==> config.mk <==
export PLATFORM = sky130hd
export DESIGN_NAME = sensor_moving_average_percent_unit
export DESIGN_NICKNAME = d
export VERILOG_FILES = /design/src/rtl/smap_pkg.sv /design/src/rtl/sensor_moving_average_percent_unit.sv /design/src/rtl/smap_cell.sv /design/src/rtl/smap_divider.sv
export SDC_FILE = /design/constraint.sdc
export NUM_CORES = 1
export LEC_CHECK = 0
export ABC_AREA = 1
export ABC_CLOCK_PERIOD_IN_PS = 5800
export BUFFER_PORTS_ARGS = -buffer_cell sky130_fd_sc_hd__buf_2
export CORE_MARGIN = 3
export CORE_UTILIZATION = 45
export CTS_BUF_LIST = sky130_fd_sc_hd__clkbuf_4 sky130_fd_sc_hd__clkbuf_8 sky130_fd_sc_hd__clkbuf_16
export DETAILED_ROUTE_END_ITERATION = 10
export PLACE_DENSITY_LB_ADDON = 0.3
export RECOVER_POWER = 50
export SYNTH_ARGS = -nofsm -noshare
export SYNTH_HDL_FRONTEND = slang
export SYNTH_SLANG_ARGS = --single-unit
==> constraint.sdc <==
create_clock -name clk -period 5.8 [get_ports clk]
set_input_delay 1.16 -clock clk [delete_from_list [all_inputs] [get_ports clk]]
set_output_delay 1.16 -clock clk [all_outputs]
set_load 0.01 [all_outputs]
==> src/rtl/smap_pkg.sv <==
// shared constants, types and codes for the moving-average light sensor block
package smap_pkg;

  localparam int SAMPLE_W         = 12;
  localparam int PCT_W            = 7;
  localparam int DEF_WINDOW_DEPTH = 16;

  localparam logic [SAMPLE_W-1:0] FULL_SCALE_MV = 12'd3300;
  localparam logic [PCT_W-1:0]    PCT_SPAN      = 7'd100;

  // avg*100/3300 equals avg/33; reciprocal of 33 scaled by 2^17, exact for avg below 32768
  localparam int                  RECIP_SHIFT = 17;
  localparam logic [SAMPLE_W-1:0] RECIP_33    = 12'd3972;

  typedef enum logic [2:0] {
    ST_IDLE,
    ST_LOAD,
    ST_DIV,
    ST_MUL,
    ST_OUT
  } smap_state_t;

  typedef struct packed {
    logic busy;
    logic done;
  } smap_div_stat_t;

endpackage

==> src/rtl/sensor_moving_average_percent_unit.sv <==
// top level: moving average of light-sensor samples with percent scaling
// Each accepted item (a millivolt sample, saturated to 3300) shifts into a chain of
// WINDOW_DEPTH sample cells; the sample leaving the far end is taken off a running sum.
// The average is the sum divided by the number of samples so far (capped at
// WINDOW_DEPTH), truncated, and the percent is avg/33 (upward) or 100 minus that
// (inverted_scale = 1, the reset value). One item is in work at a time: an item goes
// through the load, divide, multiply and output states; the divider yields SUM_W
// quotient bits, SUM_W = clog2(WINDOW_DEPTH*3300+1) being the width of the running sum.
// The next item is accepted while a result waits in the output register.
module sensor_moving_average_percent_unit #(
  parameter int WINDOW_DEPTH = smap_pkg::DEF_WINDOW_DEPTH
) (
  input  logic                          clk,
  input  logic                          rst_n,
  input  logic                          cfg_wr_en,
  input  logic                          cfg_wr_data,
  input  logic                          in_valid,
  output logic                          in_ready,
  input  logic [smap_pkg::SAMPLE_W-1:0] in_sample_mv,
  output logic                          out_valid,
  input  logic                          out_ready,
  output logic [smap_pkg::SAMPLE_W-1:0] out_average_mv,
  output logic [smap_pkg::PCT_W-1:0]    out_light_percent
);
  import smap_pkg::*;

  localparam int SUM_MAX = WINDOW_DEPTH * 3300;
  localparam int SUM_W   = $clog2(SUM_MAX + 1);
  localparam int CNT_W   = $clog2(WINDOW_DEPTH + 1);
  localparam int PROD_W  = 2 * SAMPLE_W;

  smap_state_t state_r, state_nxt;

  logic                inverted_r;
  logic [SUM_W-1:0]    sum_r, sum_nxt;
  logic [CNT_W-1:0]    count_r, count_nxt;
  logic [SAMPLE_W-1:0] sample_sat;
  logic [SAMPLE_W-1:0] win_q [WINDOW_DEPTH];
  logic                in_accept;

  logic                div_start;
  logic [SUM_W-1:0]    div_quo;
  smap_div_stat_t      div_stat;

  logic [SAMPLE_W-1:0] avg_c;
  logic [SAMPLE_W-1:0] avg_r;
  logic [PROD_W-1:0]   prod_r;
  logic [PCT_W-1:0]    pct_raw;
  logic [PCT_W-1:0]    pct_c;
  logic                out_load;

  logic                out_valid_r;
  logic [SAMPLE_W-1:0] out_avg_r;
  logic [PCT_W-1:0]    out_pct_r;

  assign in_accept  = in_valid && in_ready;
  assign sample_sat = (in_sample_mv > FULL_SCALE_MV) ? FULL_SCALE_MV : in_sample_mv;

  // window chain: newest sample enters cell 0, oldest leaves the last cell
  for (genvar i = 0; i < WINDOW_DEPTH; i++) begin : g_cell
    smap_cell u_cell (
      .clk      (clk),
      .rst_n    (rst_n),
      .shift_en (in_accept),
      .d_in     ((i == 0) ? sample_sat : win_q[(i == 0) ? 0 : i-1]),
      .q_out    (win_q[i])
    );
  end

  always_comb begin
    sum_nxt   = sum_r + SUM_W'(sample_sat) - SUM_W'(win_q[WINDOW_DEPTH-1]);
    count_nxt = (count_r == CNT_W'(WINDOW_DEPTH)) ? count_r : count_r + 1'b1;
  end

  always_ff @(posedge clk) begin
    if (!rst_n) begin
      sum_r      <= '0;
      count_r    <= '0;
      inverted_r <= 1'b1;
    end else begin
      if (in_accept) begin
        sum_r   <= sum_nxt;
        count_r <= count_nxt;
      end
      if (cfg_wr_en) begin
        inverted_r <= cfg_wr_data;
      end
    end
  end

  smap_divider #(
    .DVD_W (SUM_W),
    .DVS_W (CNT_W)
  ) u_div (
    .clk      (clk),
    .rst_n    (rst_n),
    .start    (div_start),
    .dividend (sum_r),
    .divisor  (count_r),
    .quotient (div_quo),
    .stat     (div_stat)
  );

  assign avg_c = (div_quo > SUM_W'(FULL_SCALE_MV)) ? FULL_SCALE_MV : div_quo[SAMPLE_W-1:0];

  always_ff @(posedge clk) begin
    if (state_r == ST_MUL) begin
      avg_r  <= avg_c;
      prod_r <= avg_c * RECIP_33;
    end
  end

  assign pct_raw = prod_r[RECIP_SHIFT +: PCT_W];
  assign pct_c   = inverted_r ? (PCT_SPAN - pct_raw) : pct_raw;

  always_ff @(posedge clk) begin
    if (!rst_n) begin
      state_r <= ST_IDLE;
    end else begin
      state_r <= state_nxt;
    end
  end

  always_comb begin
    state_nxt = state_r;
    unique case (state_r)
      ST_IDLE: if (in_valid) state_nxt = ST_LOAD;
      ST_LOAD: state_nxt = ST_DIV;
      ST_DIV:  if (div_stat.done) state_nxt = ST_MUL;
      ST_MUL:  state_nxt = ST_OUT;
      ST_OUT:  if (!out_valid_r || out_ready) state_nxt = ST_IDLE;
      default: state_nxt = ST_IDLE;
    endcase
  end

  always_comb begin
    in_ready  = (state_r == ST_IDLE);
    div_start = (state_r == ST_LOAD);
    out_load  = (state_r == ST_OUT) && (!out_valid_r || out_ready);
  end

  // output register holds a result until taken
  always_ff @(posedge clk) begin
    if (!rst_n) begin
      out_valid_r <= 1'b0;
    end else if (out_load) begin
      out_valid_r <= 1'b1;
    end else if (out_ready) begin
      out_valid_r <= 1'b0;
    end
  end

  always_ff @(posedge clk) begin
    if (out_load) begin
      out_avg_r <= avg_r;
      out_pct_r <= pct_c;
    end
  end

  assign out_valid         = out_valid_r;
  assign out_average_mv    = out_avg_r;
  assign out_light_percent = out_pct_r;

  a_count_cap: assert property (@(posedge clk) disable iff (!rst_n)
    count_r <= CNT_W'(WINDOW_DEPTH))
    else $error("fill count beyond window depth");

  a_sum_bound: assert property (@(posedge clk) disable iff (!rst_n)
    sum_r <= SUM_W'(SUM_MAX))
    else $error("running sum beyond full window");

  a_idle_div: assert property (@(posedge clk) disable iff (!rst_n)
    (state_r == ST_IDLE) |-> !div_stat.busy)
    else $error("divider busy while idle");

  a_pct_range: assert property (@(posedge clk) disable iff (!rst_n)
    out_valid_r |-> (out_pct_r <= PCT_SPAN) && (out_avg_r <= FULL_SCALE_MV))
    else $error("result out of range");

endmodule

==> src/rtl/smap_cell.sv <==
// one window cell: holds a sample and passes it to the next cell on each item
module smap_cell (
  input  logic                          clk,
  input  logic                          rst_n,
  input  logic                          shift_en,
  input  logic [smap_pkg::SAMPLE_W-1:0] d_in,
  output logic [smap_pkg::SAMPLE_W-1:0] q_out
);
  import smap_pkg::*;

  logic [SAMPLE_W-1:0] sample_r;

  always_ff @(posedge clk) begin
    if (!rst_n) begin
      sample_r <= '0;
    end else if (shift_en) begin
      sample_r <= d_in;
    end
  end

  assign q_out = sample_r;

endmodule

==> src/rtl/smap_divider.sv <==
// bit-serial restoring divider, one quotient bit per cycle
module smap_divider #(
  parameter int DVD_W = 16,
  parameter int DVS_W = 5
) (
  input  logic                         clk,
  input  logic                         rst_n,
  input  logic                         start,
  input  logic [DVD_W-1:0]             dividend,
  input  logic [DVS_W-1:0]             divisor,
  output logic [DVD_W-1:0]             quotient,
  output smap_pkg::smap_div_stat_t     stat
);
  import smap_pkg::*;

  localparam int CNT_W = $clog2(DVD_W + 1);

  logic [DVD_W-1:0] quo_r;
  logic [DVS_W-1:0] rem_r;
  logic [DVS_W-1:0] dvs_r;
  logic [CNT_W-1:0] cnt_r;
  logic             busy_r;
  logic             done_r;

  logic [DVS_W:0]   rem_sh;
  logic             qbit;
  logic [DVS_W:0]   rem_sub;
  logic [DVS_W-1:0] rem_nxt;

  always_comb begin
    rem_sh  = {rem_r, quo_r[DVD_W-1]};
    qbit    = (rem_sh >= {1'b0, dvs_r});
    rem_sub = rem_sh - {1'b0, dvs_r};
    rem_nxt = qbit ? rem_sub[DVS_W-1:0] : rem_sh[DVS_W-1:0];
  end

  always_ff @(posedge clk) begin
    if (!rst_n) begin
      busy_r <= 1'b0;
      done_r <= 1'b0;
      cnt_r  <= '0;
    end else begin
      done_r <= 1'b0;
      if (start) begin
        busy_r <= 1'b1;
        cnt_r  <= CNT_W'(DVD_W);
      end else if (busy_r) begin
        cnt_r <= cnt_r - 1'b1;
        if (cnt_r == CNT_W'(1)) begin
          busy_r <= 1'b0;
          done_r <= 1'b1;
        end
      end
    end
  end

  // quotient bits shift in where dividend bits shift out
  always_ff @(posedge clk) begin
    if (start) begin
      quo_r <= dividend;
      rem_r <= '0;
      dvs_r <= divisor;
    end else if (busy_r) begin
      quo_r <= {quo_r[DVD_W-2:0], qbit};
      rem_r <= rem_nxt;
    end
  end

  assign quotient  = quo_r;
  assign stat.busy = busy_r;
  assign stat.done = done_r;

endmodule

Yosys cells after proc, flatten, opt, wreduce, memory -nomap -nowiden
Cells that the tools add are included.
{"block": "word_totals", "register_bits": 304, "in_bits": 18, "wordCells": 83, "output_inout_bits": 21}
{"block": "op_classes", "bitwise_logic": 3, "add_sub_neg": 6, "n_mul": 1, "magnitude_cmp": 3, "muxes": 18, "n_reduce_logical": 11, "n_eq_ne": 9}
{"cell": "16-bit 2-to-1 mux", "n": 2}
{"cell": "12-bit 2-to-1 mux", "n": 2}
{"cell": "12-bit by 10-bit multiplier with 22-bit output, second input constant", "n": 1}
{"cell": "16-bit by 12-bit adder with 16-bit output", "n": 1}
{"cell": "16-bit by 12-bit > comparator with 1-bit output, second input constant", "n": 1}
{"cell": "16-bit by 12-bit subtractor with 16-bit output", "n": 1}
{"cell": "5-bit 2-to-1 mux", "n": 3}
{"cell": "3-bit case mux with 5 select lines", "n": 1}
{"cell": "12-bit > comparator, second input constant", "n": 1}
{"cell": "3-bit 2-to-1 mux", "n": 3}
{"cell": "7-bit 2-to-1 mux", "n": 1}
{"cell": "7-bit subtractor, first input constant", "n": 1}
{"cell": "3-bit by 2-bit equality test with 1-bit output, second input constant", "n": 2}
{"cell": "6-bit by 5-bit >= comparator with 1-bit output", "n": 1}
{"cell": "1-bit 2-to-1 mux", "n": 6}
{"cell": "5-bit by 1-bit adder with 5-bit output, second input constant", "n": 1}
{"cell": "5-bit by 1-bit equality test with 1-bit output, second input constant", "n": 1}
{"cell": "5-bit equality test, second input constant", "n": 1}
{"cell": "5-bit by 1-bit subtractor with 5-bit output, second input constant", "n": 1}
{"cell": "5-bit subtractor", "n": 1}
{"cell": "2-bit != test, second input constant", "n": 2}
{"cell": "2-bit nonzero test", "n": 2}
{"cell": "3-bit by 1-bit equality test with 1-bit output, second input constant", "n": 1}
{"cell": "3-bit equality test, second input constant", "n": 1}
{"cell": "other kinds (10)", "n": 13}

Longest topological paths before layout
{"block": "logic_depth", "depth_word": 4, "depth_mapped": 32, "mapped_depth_nobuf": 31}

Cells and area by module
A second synthesis with hierarchy kept.
{"block": "hier_totals", "hier_cells": 2108, "hier_area_um2": 15443.6}
{"module": "smap_cell", "seq_area_each_um2": 240.2, "n_inst": 16, "cells_per_inst": 75, "area_per_inst_um2": 493.0}
{"module": "sensor_moving_average_percent_unit", "seq_area_each_um2": 1661.6, "n_inst": 1, "cells_per_inst": 722, "area_per_inst_um2": 5916.9}
{"module": "smap_divider", "seq_area_each_um2": 870.8, "n_inst": 1, "cells_per_inst": 186, "area_per_inst_um2": 1639.1}

Worst setup path after synthesis
No wires, ideal clock.
{"block": "synth_path", "path_kind": "reg2reg", "start": "reg u_div.quo_r[0], in the netlist u_div.quotient[0]", "end": "reg prod_r[23], data pin", "arrival_time_ps": 4806, "path_stages_with_launch": 23, "path_slack_ps": 742, "setup_ps": 252, "path_cell_list": "edfxtp_1 -> nor2_1 -> nand3_1 -> nor2_1 -> nand2_1 -> nand2_2 -> inv_1 -> buf_2 -> nor2_1 -> inv_1 -> fa_1 -> fa_1 -> fa_1 -> inv_1 -> ha_1 -> ha_1 -> ha_1 -> a21oi_1 -> o21ai_0 -> a211oi_1 -> nand2_1 -> nand2_1 -> nand2_1"}
{"block": "synth_between", "elab_chain_len": 3}
{"element": "start, declared", "line": "smap_divider.sv:18", "source": "logic [DVD_W-1:0] quo_r;"}
{"element": "start signal, assigned", "line": "smap_divider.sv:60", "source": "quo_r <= dividend;"}
{"element": "start signal, assigned", "line": "smap_divider.sv:64", "source": "quo_r <= {quo_r[DVD_W-2:0], qbit};"}
{"element": "16-bit by 12-bit > comparator with 1-bit output", "line": "sensor_moving_average_percent_unit.sv:104", "source": "assign avg_c = (div_quo > SUM_W'(FULL_SCALE_MV)) ? FULL_SCALE_MV : div_quo[SAMPLE_W-1:0];"}
{"element": "12-bit 2-to-1 mux", "line": "sensor_moving_average_percent_unit.sv:104"}
{"element": "via avg_c[9]", "line": "sensor_moving_average_percent_unit.sv:45", "source": "logic [SAMPLE_W-1:0] avg_c;"}
{"element": "12-bit by 10-bit multiplier with 22-bit output", "line": "sensor_moving_average_percent_unit.sv:109", "source": "prod_r <= avg_c * RECIP_33;"}
{"element": "end signal, assigned", "line": "sensor_moving_average_percent_unit.sv:109"}
{"element": "end, declared", "line": "sensor_moving_average_percent_unit.sv:47", "source": "logic [PROD_W-1:0] prod_r;"}
The timed path passes the listed nets, and every way through them passes these cells.
A chain may end at the register's enable or synchronous reset.

Final worst setup path
Ends and elaborated chain as after synthesis.

==> results <==
- The flow ran to the end, but the final reports show violations.
- The checks that failed: max-capacitance violations, max-slew violations.
- The flip-flop cell with the highest count after synthesis is sky130_fd_sc_hd__dfxtp_1.
- Sequential cells were found to cover 45.7% of the synthesized design area.
- The number of H-tree levels is 1.
- From left edge to right edge, the die measures 182 µm.
- Along the worst hold path, the cell count comes to 0.
- The worst hold path belongs to the class reg2reg.
- The average cell area after synthesis is 8.33 µm².
- The worst supply voltage drop on vdd is 0.410 mV.
- Measured along the y axis, the die boundary spans 182 µm.
- Clock tree synthesis found a total of 289 sinks.
- Setup repair after global routing left no endpoint under its margin.
- In this run the cell area of the synthesized design comes to 0.0139 mm².
- The endpoint of the worst register-to-register path is prod_r[23].
- The maximum single-stage delay on the critical path is 0.54 ns.
- The via density per instance is 4.91.
- The critical hold path startpoint is avg_r[3].
- The total count of hold-check failures in the final report is 0.
- The number of antenna violations at the first check in global routing was 0.
- The power density of the placed cells is 465 mW/mm².
- The net count of the finished layout is 1,833.
- At the pin with the least slew margin, the transition time is 3.89 ns.
- The floorplan step defined a die boundary enclosing 0.0331 mm².
- In this run the tool buffered the top-level ports with 38 buffer cells.
- TritonCTS built the clock tree.
- Walking the worst path, the cells encountered are nor2_2, nand3_1, nor2_1, nand2_1, nand2_2, clkinvlp_4, clkbuf_1, nor2_1, inv_1, fa_1, fa_1, fa_1, inv_1, ha_1, ha_1, ha_1, a21oi_1, o21ai_0, a211oi_1, nand2_1, nand2_1, nand2_1.
- The critical path is of the reg2reg type.
- The pin count of the biggest net entering global routing is 164.
- The synthesized flop and latch total is 289.
- The number of pins with negative max-slew slack in the final report was 292.
- The worst-path cell with the longest stage delay is sky130_fd_sc_hd__fa_1.
- The path with the worst hold slack has its endpoint at out_average_mv[3].
- The clock-pin slew of the registers on the worst-case setup and hold paths is 0.06 ns.
- The detailed router finished its first iteration with 662 violations.
- Summing the areas of all and, or, nand and nor instances in the mapped netlist gives 17.6% of the synthesized area.
- In this run the clock root is driven by a sky130_fd_sc_hd__clkbuf_16.
- The count of distinct cell types in the synthesized netlist is 48.
- The overall fraction of global-route tracks in use is 15.4%.
- The remaining global-route overflow is 0.
- The worst flop-to-flop path startpoint is u_div.quotient[0].
- Summed over all failing endpoints, the final setup total negative slack is 0 ns.
- The worst setup path is launched from a flop.
- 39 I/O pins were placed.
- The dominant combinational cell family by area after synthesis is simple AND/OR/NAND/NOR gates.
- The initial core utilization is 46.3%.
- The core box area is 0.0301 mm².
- The leakage power summed over all cells is 6.15 nW.
- Wires add up to 25,700 µm.
- The depth of the worst register-to-register path is 22.
- The floorplan has 63 rows.
- Together, buffers and inverters on the worst path number 4.
- For this block, the via count after detailed routing is 10.3k.
- The number of max-capacitance violations reported is 3.
- For this run, the number of Yosys warnings is 0.
- For the worst-skew pair, the clock arrives at the later sink with an insertion delay of 0.57 ns.
- In the final layout, the share of cells above drive strength 1 is 6.20%.
- The repair_antennas step left the layout with diodes totalling 0.
- The first-pass detailed-route iteration total is 4.
- After synthesis, the share of cell area in mux cells is 0%.
- The count of placed standard cells in the final layout, fillers left out is 2,101.
- The post-synthesis adder-cell area fraction is 13.8%.
- The relative area change from synthesis to final layout is 9.52%.
- The endpoint arrival time on the critical path is 5.72 ns.
- The smallest clock period supported by the final layout is computed as 5.40 ns.
- In this run, CTS created clock tree buffers numbering 31.
- The required time of the critical path is 6.12 ns.
- The count of antenna-violating nets left after detailed routing is 0.
- The wire length of the first global-routing pass is 44,400 µm.
- The maximum clock frequency is 185 MHz.
- The number of buffers inserted for hold repair after clock tree synthesis is 0.
- After synthesis, the share of flip-flops with an asynchronous set or reset is 0%.
- Across all register-to-register paths, the minimum setup slack is 0.40 ns.
- The global placement routability congestion is 0.892.
- Once layout is done, the placed cells without fillers occupy 0.0153 mm².
- The synthesized netlist devotes 1.32% of its cell area to XOR and XNOR gates.
- The placed cell area is 0.0143 mm².
- The number of global-route vias before repair is 9,683.
- Including well taps, the total number of placed cells is 2,041.
- The cell occurring most often along the worst timing path is sky130_fd_sc_hd__nand2_1.
- The worst-case headroom to the max-slew limit is -160%.
- The number of synthesized flops with an enable pin is 59.
- The number of nets in the synthesized netlist is 1,821.
- The share of the clock period used by the worst path is 93.1%.
- The worst hold margin is 0.417 ns.
- The total power draw is 7.10 mW.
- The clock arrives with 0.0156 ns of skew.
- STA classifies the critical path endpoint as a flop.
- The largest driver fanout on the critical path is 7.
- The HPWL after detailed placement is 17,000 µm.
- Setup violations remaining at the end of the flow were counted as 0.
- The area fraction in compound gates after synthesis is 12.9%.
- The remaining routing DRC violations is 0.
- The routed wirelength normalized by instance count is 12.2 µm.
- The number of instances in the synthesized netlist is 1,674.
- The family with the most delay on the worst path is adder cells.
- The clock passes through at most 3 buffers.
-- placed cells by master, fill, tap and decap left out, types with 7 or more instances in the layout --
cell type                   netlist  routed
sky130_fd_sc_hd__a21oi_1        247     247
sky130_fd_sc_hd__inv_1          195     195
sky130_fd_sc_hd__o21ai_0         68      68
sky130_fd_sc_hd__fa_1            42      42
sky130_fd_sc_hd__dfxtp_1        230     230
sky130_fd_sc_hd__clkinv_2         1       7
sky130_fd_sc_hd__clkbuf_1        28      30
sky130_fd_sc_hd__nand3_1         28      28
sky130_fd_sc_hd__clkbuf_16        0      32
sky130_fd_sc_hd__clkbuf_4         0      11
sky130_fd_sc_hd__buf_2           29      15
sky130_fd_sc_hd__edfxtp_1        59      59
sky130_fd_sc_hd__nand2_1        487     486
sky130_fd_sc_hd__nor3_1          12      13
sky130_fd_sc_hd__ha_1            87      87
sky130_fd_sc_hd__xor2_1          13      13
sky130_fd_sc_hd__buf_4            0       9
sky130_fd_sc_hd__nor2_1          61      59
sky130_fd_sc_hd__xnor2_1          8       8
-- power by group --
group / internal [mW] / total [mW] / switching (mW)
clock: 1.14 / 1.95 / 0.807
sequential: 2.28 / 2.37 / 0.0910
combinational: 1.04 / 2.79 / 1.75
-- kinds of logic (layout without fill, tap and decap cells) --
kind of cell / count (synthesis) / count (layout)
fa+ha+maj: 129 / 129
compound gates: 346 / 346
simple gates: 614 / 614
buf+inv: 275 / 312
flops: 289 / 289
xor+xnor: 21 / 21
-- flip-flops by register name, indices dropped and copies added (netlist names) --
signal,cells
g_cell.u_cell.q_out,192
sum_r,16
u_div.quotient,16
avg_r,12
out_average_mv,12
out_light_percent,7
prod_r,7
count_r,5
u_div.cnt_r,5
u_div.dvs_r,5
u_div.rem_r,5
state_r,3
inverted_r,1
out_valid,1
u_div.busy_r,1
u_div.done_r,1
-- per-stage QoR --
| step | util, % | worst slack, ns |
|---|---|---|
| floorplan | - | 0.742 |
| global placement | 47.5 | 0.502 |
| detailed placement | 47.5 | 0.373 |
| CTS | 50.9 | 0.347 |
| global route | 50.7 | 0.0269 |
| finish | 50.7 | 0.399 |
-- worst max path at each step --
| stage | start | to | slack (ns) | depth (start not counted) |
|---|---|---|---|---|
| 2_1_floorplan | u_div.quotient[0] | prod_r[23] | 0.74 | 22 |
| 3_3_place_gp | u_div.quotient[1] | prod_r[22] | 0.50 | 24 |
| 3_5_place_dp | u_div.quotient[0] | prod_r[20] | 0.37 | 24 |
| 4_1_cts | u_div.quotient[0] | prod_r[20] | 0.35 | 24 |
| 5_1_grt | u_div.quotient[0] | prod_r[23] | 0.03 | 23 |
| 6_report | u_div.quotient[0] | prod_r[23] | 0.40 | 22 |
-- area by class of cell --
| type | instances | area (µm²) |
|---|---|---|
| clock buffer | 45 | 911 |
| fill | 2860 | 14800 |
| timing repair buffer | 54 | 255 |
| sequential | 289 | 6380 |
| multi-input combinational | 1110 | 6370 |
| inverter | 200 | 759 |
| clock inverter | 13 | 114 |
| tap | 390 | 488 |
-- cells in the mapped netlist, types with 2 or more instances --
cell                       instances  area, µm²
sky130_fd_sc_hd__o21ai_2           2       17.5
sky130_fd_sc_hd__nand3b_1          2       15.0
sky130_fd_sc_hd__a21oi_1         247       1240
sky130_fd_sc_hd__nor2_4            2       22.5
sky130_fd_sc_hd__ha_1             87       1090
sky130_fd_sc_hd__o21bai_1          2       15.0
sky130_fd_sc_hd__xor2_1           13        114
sky130_fd_sc_hd__edfxtp_1         59       1770
sky130_fd_sc_hd__nor3b_1           3       22.5
sky130_fd_sc_hd__fa_1             42        841
sky130_fd_sc_hd__nor2_1           61        229
sky130_fd_sc_hd__a211oi_1          4       30.0
sky130_fd_sc_hd__nand2_1         487       1830
sky130_fd_sc_hd__nand3_1          28        140
sky130_fd_sc_hd__o21ai_1           5       25.0
sky130_fd_sc_hd__clkbuf_1         28        105
sky130_fd_sc_hd__nand4_1           5       31.3
sky130_fd_sc_hd__inv_1           195        732
sky130_fd_sc_hd__inv_2             3       11.3
sky130_fd_sc_hd__o31ai_1           2       15.0
sky130_fd_sc_hd__buf_6            17        191
sky130_fd_sc_hd__xnor2_1           8       70.1
sky130_fd_sc_hd__or2_2             4       25.0
sky130_fd_sc_hd__buf_2            29        145
sky130_fd_sc_hd__nand2_2           2       12.5
sky130_fd_sc_hd__a21o_1            5       37.5
sky130_fd_sc_hd__o211ai_1          2       15.0
sky130_fd_sc_hd__nor3_1           12       60.1
sky130_fd_sc_hd__dfxtp_1         230       4600
sky130_fd_sc_hd__o21ai_0          68        340
sky130_fd_sc_hd__a31oi_1           2       12.5
sky130_fd_sc_hd__nor2_2            2       12.5
-- metal layers --
metal	up-vias	global-route usage (%)	wire length, µm	part of all wire, %
met5	-	0	0	0
met4	0	4.11	629	2.4
met3	44	2.40	981	3.8
met2	136	25.6	11700	46
met1	4719	21.0	12400	48
li1	5407	-	-	-
-- timing repair --
item	CTS	global route
buffers inserted	0	2
setup endpoints to repair	0	2
resized for setup	0	4
Note: power is estimated with default switching activity, not from simulation.
